`config.mk`:
```
export PLATFORM = sky130hd
export DESIGN_NAME = touch_wheel_position_decoder_unit
export DESIGN_NICKNAME = d
export VERILOG_FILES = /design/src/rtl/core/twd_pkg.sv /design/src/rtl/core/touch_wheel_position_decoder_unit.sv /design/src/rtl/core/twd_decode.sv
export SDC_FILE = /design/constraint.sdc
export NUM_CORES = 1
export LEC_CHECK = 0
export ABC_AREA = 1
export BUFFER_PORTS_ARGS = -buffer_cell sky130_fd_sc_hd__buf_2
export CAP_MARGIN = 5
export CORE_UTILIZATION = 35
export DETAILED_ROUTE_END_ITERATION = 7
export PLACE_DENSITY = 0.51
export REMOVE_ABC_BUFFERS = 1
export SYNTH_ARGS = -nofsm -noshare
export SYNTH_HDL_FRONTEND = slang
export SYNTH_SLANG_ARGS = --single-unit
```
`constraint.sdc`:
```
create_clock -name clk -period 35.6 [get_ports clk]
set_input_delay 3.56 -clock clk [delete_from_list [all_inputs] [get_ports clk]]
set_output_delay 3.56 -clock clk [all_outputs]
set_load 0.01 [all_outputs]
```
`src/rtl/core/twd_pkg.sv`:
```
// Shared types and constants for the touch wheel position decoder.
// No dependencies; imported by twd_decode and the top level.
package twd_pkg;

    localparam int PAD_COUNT = 4;
    localparam int PAD_IDX_W = 2;
    localparam int REG_W     = 10;
    localparam int POS_W     = 3;
    localparam int STEP_W    = 4;

    localparam logic [REG_W-1:0] THRESH_RESET = REG_W'(30);
    localparam logic [POS_W-1:0] WRAP_POS     = POS_W'(7);

    typedef enum logic
    {
        CFG_TOUCH_THRESHOLD = 1'b0,
        CFG_PAIR_THRESHOLD  = 1'b1
    } cfg_index_t;

    typedef struct packed
    {
        logic             found;
        logic [POS_W-1:0] pos;
    } twd_hit_t;

endpackage

```
`src/rtl/core/touch_wheel_position_decoder_unit.sv`:
```
// Top level of the touch wheel position decoder: input register, decode, result register.
// Depends on twd_pkg and twd_decode.
//
//  channel  | handshake                  | payload
//  ---------+----------------------------+-----------------------------------------
//  scan     | scan_valid / scan_ready    | pad_top, pad_right, pad_bottom, pad_left
//  result   | result_valid / result_ready| touch_valid, position, step
//  config   | cfg_we                     | cfg_index, cfg_data
//
// One scan per cycle while results are taken; via input register, then result register.
// Decode of a scan is a single pass of compare logic between the two registers.
// Reset clears both thresholds to 30 and the last-touch state to "no touch".
// A stalled result holds the result register; the input register still takes
// one more scan, then scan_ready drops until the result is taken.
module touch_wheel_position_decoder_unit
    import twd_pkg::*;
#(
    parameter int SAMPLE_BITS = 10
)
(
    input  logic                     clk,
    input  logic                     rst_n,

    input  logic                     scan_valid,
    output logic                     scan_ready,
    input  logic [SAMPLE_BITS-1:0]   pad_top,
    input  logic [SAMPLE_BITS-1:0]   pad_right,
    input  logic [SAMPLE_BITS-1:0]   pad_bottom,
    input  logic [SAMPLE_BITS-1:0]   pad_left,

    output logic                     result_valid,
    input  logic                     result_ready,
    output logic                     touch_valid,
    output logic [POS_W-1:0]         position,
    output logic signed [STEP_W-1:0] step,

    input  logic                     cfg_we,
    input  cfg_index_t               cfg_index,
    input  logic [REG_W-1:0]         cfg_data
);

    logic [REG_W-1:0]       touch_thr_reg;
    logic [REG_W-1:0]       pair_thr_reg;

    logic                   in_valid_reg;
    logic [SAMPLE_BITS-1:0] pad_reg [PAD_COUNT];

    logic                   out_valid_reg;
    logic                   touch_valid_reg;
    logic [POS_W-1:0]       position_reg;
    logic [STEP_W-1:0]      step_reg;
    logic [STEP_W-1:0]      step_next;

    logic [POS_W-1:0]       last_pos_reg;
    logic                   last_valid_reg;

    logic                   scan_take;
    logic                   advance;
    twd_hit_t               hit;

    assign advance    = in_valid_reg && (!out_valid_reg || result_ready);
    assign scan_ready = !in_valid_reg || advance;
    assign scan_take  = scan_valid && scan_ready;

    always_ff @(posedge clk or negedge rst_n)
    begin
        if (!rst_n)
        begin
            touch_thr_reg <= THRESH_RESET;
            pair_thr_reg  <= THRESH_RESET;
        end
        else if (cfg_we)
        begin
            case (cfg_index)
                CFG_TOUCH_THRESHOLD: touch_thr_reg <= cfg_data;
                CFG_PAIR_THRESHOLD:  pair_thr_reg  <= cfg_data;
                default:             ;
            endcase
        end
    end

    always_ff @(posedge clk or negedge rst_n)
    begin
        if (!rst_n)
        begin
            in_valid_reg <= 1'b0;
        end
        else if (scan_ready)
        begin
            in_valid_reg <= scan_valid;
        end
    end

    always_ff @(posedge clk)
    begin
        if (scan_take)
        begin
            pad_reg[0] <= pad_top;
            pad_reg[1] <= pad_right;
            pad_reg[2] <= pad_bottom;
            pad_reg[3] <= pad_left;
        end
    end

    twd_decode #(
        .SAMPLE_BITS (SAMPLE_BITS)
    ) u_decode (
        .pad             (pad_reg),
        .touch_threshold (touch_thr_reg),
        .pair_threshold  (pair_thr_reg),
        .hit             (hit)
    );

    // no wrap: plain difference, two's complement in 4 bits
    assign step_next = (hit.found && last_valid_reg)
                     ? ({1'b0, hit.pos} - {1'b0, last_pos_reg}) : '0;

    always_ff @(posedge clk or negedge rst_n)
    begin
        if (!rst_n)
        begin
            out_valid_reg  <= 1'b0;
            last_pos_reg   <= '0;
            last_valid_reg <= 1'b0;
        end
        else
        begin
            if (advance)
            begin
                out_valid_reg  <= 1'b1;
                last_valid_reg <= hit.found;
                if (hit.found)
                begin
                    last_pos_reg <= hit.pos;
                end
            end
            else if (result_ready)
            begin
                out_valid_reg <= 1'b0;
            end
        end
    end

    always_ff @(posedge clk)
    begin
        if (advance)
        begin
            touch_valid_reg <= hit.found;
            position_reg    <= hit.pos;
            step_reg        <= step_next;
        end
    end

    assign result_valid = out_valid_reg;
    assign touch_valid  = touch_valid_reg;
    assign position     = position_reg;
    assign step         = signed'(step_reg);

endmodule

```
`src/rtl/core/twd_decode.sv`:
```
// Combinational decode of one scan: touched pads, strongest pad, neighbor, position.
// Depends on twd_pkg.
module twd_decode
    import twd_pkg::*;
#(
    parameter int SAMPLE_BITS = 10
)
(
    input  logic [SAMPLE_BITS-1:0] pad [PAD_COUNT],
    input  logic [REG_W-1:0]       touch_threshold,
    input  logic [REG_W-1:0]       pair_threshold,
    output twd_hit_t               hit
);

    localparam int SUM_W = ((SAMPLE_BITS > REG_W) ? SAMPLE_BITS : REG_W) + 1;

    logic [SAMPLE_BITS-1:0] ref_level;
    logic [PAD_COUNT-1:0]   touched;
    logic [SAMPLE_BITS-1:0] best_rd;
    logic [PAD_IDX_W-1:0]   a_idx;
    logic [PAD_IDX_W-1:0]   b_idx;
    logic [PAD_IDX_W-1:0]   nx_idx;
    logic [PAD_IDX_W-1:0]   pv_idx;
    logic [PAD_IDX_W-1:0]   lo_idx;
    logic [PAD_IDX_W-1:0]   hi_idx;
    logic [SAMPLE_BITS-1:0] diff;
    logic                   found;
    logic [POS_W-1:0]       pos;

    always_comb
    begin
        ref_level = '0;
        for (int i = 0; i < PAD_COUNT; i++)
        begin
            if (pad[i] > ref_level)
            begin
                ref_level = pad[i];
            end
        end
    end

    always_comb
    begin
        for (int i = 0; i < PAD_COUNT; i++)
        begin
            touched[i] = (SUM_W'(pad[i]) + SUM_W'(touch_threshold)) < SUM_W'(ref_level);
        end
    end

    // largest drop == lowest reading; later pad wins a tie
    always_comb
    begin
        found   = 1'b0;
        a_idx   = '0;
        best_rd = '0;
        for (int i = 0; i < PAD_COUNT; i++)
        begin
            if (touched[i] && (!found || pad[i] <= best_rd))
            begin
                found   = 1'b1;
                a_idx   = PAD_IDX_W'(i);
                best_rd = pad[i];
            end
        end
    end

    assign nx_idx = a_idx + PAD_IDX_W'(1);
    assign pv_idx = a_idx - PAD_IDX_W'(1);

    always_comb
    begin
        if (touched[nx_idx] && touched[pv_idx])
        begin
            b_idx = (pad[nx_idx] < pad[pv_idx]) ? nx_idx : pv_idx;
        end
        else if (touched[nx_idx])
        begin
            b_idx = nx_idx;
        end
        else if (touched[pv_idx])
        begin
            b_idx = pv_idx;
        end
        else
        begin
            b_idx = a_idx;
        end
    end

    assign diff   = (pad[a_idx] > pad[b_idx]) ? (pad[a_idx] - pad[b_idx])
                                              : (pad[b_idx] - pad[a_idx]);
    assign lo_idx = (a_idx < b_idx) ? a_idx : b_idx;
    assign hi_idx = (a_idx < b_idx) ? b_idx : a_idx;

    always_comb
    begin
        pos = {a_idx, 1'b0};
        if ((b_idx != a_idx) && (SUM_W'(diff) < SUM_W'(pair_threshold)))
        begin
            // left/top pair sits between the last and first pad
            if (lo_idx == '0 && hi_idx == PAD_IDX_W'(PAD_COUNT - 1))
            begin
                pos = WRAP_POS;
            end
            else
            begin
                pos = {lo_idx, 1'b1};
            end
        end
    end

    assign hit.found = found;
    assign hit.pos   = found ? pos : '0;

endmodule
```
==> metrics.cfg <==
[status]
outcome = complete, no violations

[logic_synthesis]
synthesis.instances = 1382
async_reset_ff_frac = 0.3514
yosysWarningCount = 0
postSynthAreaPerCell_sq_um = 7.102
post_synth_top_flop = edfxtp_1
synth-seq-cells = 74
yosysSeqAreaShare = 0.2142
yosys.cell_types.count = 55
synth_enable_flop_cells = 48
syn-cell-area_sq_mm = 0.009814

[layout]
nNetsFinal = 1663
largest_register_ffs = 40
final_common_cell = nand2_1
fillers = 2899
area_growth_syn_to_layout_pct = 9.842
post_route_cells_drive_above_1_share = 0.1129
antennaDiodeCount = 0
most-common-layout-cells = nand2_1 (333), inv_1 (214), ha_1 (170)

[timing]
maxSlewHeadroom = 0.2449
timing.final.hold_violations = 0
unrepaired_setup_endpoints_after_global_routing = false
final_min_period_over_clock_period = 0.5868
final_tns_setup_ns = 0
final_worst_clock_skew_ns = 0.01251
fmaxAchievable_mhz = 47.87
slew_viol_final = 0
period_minus_slack_ns = 20.89
worst_slew_pin_slew_ns = 1.131
timing.final.setup_violations = 0

[worst_setup_path]
worst-setup-path-type = register to register
cp-start-kind = register
timing.critical_path.slowest_cell_delay_ns = 0.70
endpoint_kind_of_the_worst_setup_timing_path = register
cp.required_ns = 35.71
worst_ep_arrival_time_ns = 21.00
crit_slowest_cell = o21ai_0
worst_path_dominant_cell_family = compound AO/OA/AOI/OAI gates
critPathMostFrequentCell = nand2_1
critical_path.max_fanout = 57
path_buf_inv = 16

[cts]
postCtsSetupBuffers = 0
numClockSinks = 74
clk_pin_slew_ns = 0.07
clk_root_buffer_cell = clkbuf_16
cts_tree = built
cts_hold_buffers = 0
total_of_cells_resized_after_clock_tree_synthesis = 0
htreeDepth = 3
numCtsBuffers = 9
cts_buffer_depth = 2
clkLatencyLatePin_ns = 0.37

[drt]
wl_per_cell_microns = 18.27
drtIter0Drc = 821
via_density = 5.157
drtAntennaViolNets = 0
route.final.wire_length_microns = 33020
dr.pass1.iters = 6
vias_after_detailed_routing = 9318
drc = 0

[global_routing]
first_global_vias = 8763
grt_start_max_net_pins = 58
grt_antenna_before_repair = 1
globalRouteOverflowTotal = 0
grt_pass1_wl_microns = 50440
track_usage = 0.2345

[run]
max_cap_violations = 0

[floorplan]
chip_width_microns = 169.5
coreArea_sq_mm = 0.02725
initial_utilization = 0.3601
dieHeight_microns = 169.5
die_area_sq_mm = 0.02872
top_level_ports = 66
placementRows = 60

[min_path]
min_path_type = register to register

[placed_design]
dp_hpwl_microns = 25870
placer_congestion = 0.9210
placement.io_buffers = 65

==> kinds of logic after synthesis <==
group | after synthesis | share of synthesized area
AND/OR/NAND/NOR | 528 | 0.2401
AO/OA/AOI/OAI | 302 | 0.1722
buffers and inverters | 260 | 0.1057
adder cells (fa/ha/maj) | 177 | 0.2310
flip-flops | 74 | 0.2142
XOR/XNOR | 39 | 0.03480
multiplexers | 2 | 0.002040
==> per-layer routing <==
| layer | vias to the layer above | global-route usage | part of all wire | routed length, microns |
|---|---|---|---|---|
| met4 | 2 | 0.05875 | 0.021 | 687 |
| met3 | 44 | 0.03825 | 0.074 | 2454 |
| met1 | 4257 | 0.3332 | 0.47 | 15680 |
| met5 | - | 0 | 0.00039 | 13 |
| met2 | 328 | 0.3671 | 0.43 | 14180 |
| li1 | 4687 | - | - | - |
==> worst min-delay path, cell delays in order (launching register included) <==
cell and delay [ns]:
dfstp_2 0.37, nand2_1 0.05, o21ai_0 0.07
==> layout make-up <==
type / count / area (sq um) / area share
Tap cell: 372 / 465.4 / 0.04318
Multi-Input combinational cell: 1048 / 6679 / 0.6195
Sequential cell: 74 / 2102 / 0.1950
Inverter: 226 / 848.3 / 0.07869
Timing Repair Buffer: 71 / 370.4 / 0.03435
Clock inverter: 7 / 90.09 / 0.008357
Clock buffer: 9 / 225.2 / 0.02089
==> stage by stage <==
step | instances | hold WS (ns) | util | cell area [sq um] | worst slack, ns
after CTS | 1807 | 0.4987 | 0.3956 | 10780 | 15.05
after detailed placement | 1791 | 0.4766 | 0.3840 | 10470 | 15.23
after floorplan | 1348 | 0.4471 | - | 9625 | 18.97
after global routing | 1807 | 0.5305 | 0.3956 | 10780 | 12.61
final | 1807 | 0.4924 | 0.3956 | 10780 | 14.71
after global placement | 1791 | 0.4808 | 0.3840 | 10470 | 15.56
==> synthesized netlist by cell type, types with 7 or more instances <==
cell	number	area [sq um]
nand2_1	333	1250
a21o_1	12	90.09
o211ai_1	8	60.06
o21ai_1	14	70.07
inv_1	215	807.0
dfstp_2	8	210.2
a21oi_1	69	345.3
nor2_1	66	247.7
nand2_4	9	101.4
nand3_2	14	140.1
o21ai_0	155	775.7
inv_2	10	37.54
xnor2_1	17	148.9
nand3_1	62	310.3
xor2_1	22	192.7
fa_1	7	140.1
o21bai_1	10	75.07
nand4_1	9	56.30
dfrtp_1	18	450.4
ha_1	170	2127
nand2_2	15	93.84
edfxtp_1	48	1441
clkbuf_1	17	63.81
==> worst paths after layout <==
path | cells after the start | endpoint | from | slack [ns]
max | 116 | step[3]$_SDFFCE_PN0P_ | pad_reg[34]$_DFFE_PP_ | 14.71
min | 2 | pair_thr_reg[4]$_DFFE_PN1P_ | pair_thr_reg[4]$_DFFE_PN1P_ | 0.49
max reg2reg | 116 | step[3]$_SDFFCE_PN0P_ | pad_reg[34]$_DFFE_PP_ | 14.71
min reg2reg | 2 | pair_thr_reg[4]$_DFFE_PN1P_ | pair_thr_reg[4]$_DFFE_PN1P_ | 0.49
max in group asynchronous | 1 | pair_thr_reg[0]$_DFFE_PN0P_ | rst_n | 31.98
min in group asynchronous | 1 | touch_thr_reg[6]$_DFFE_PN0P_ | rst_n | 3.20
Power is not shown: default switching activity piles up to over one toggle a cycle in this logic, so the estimate is an artifact.
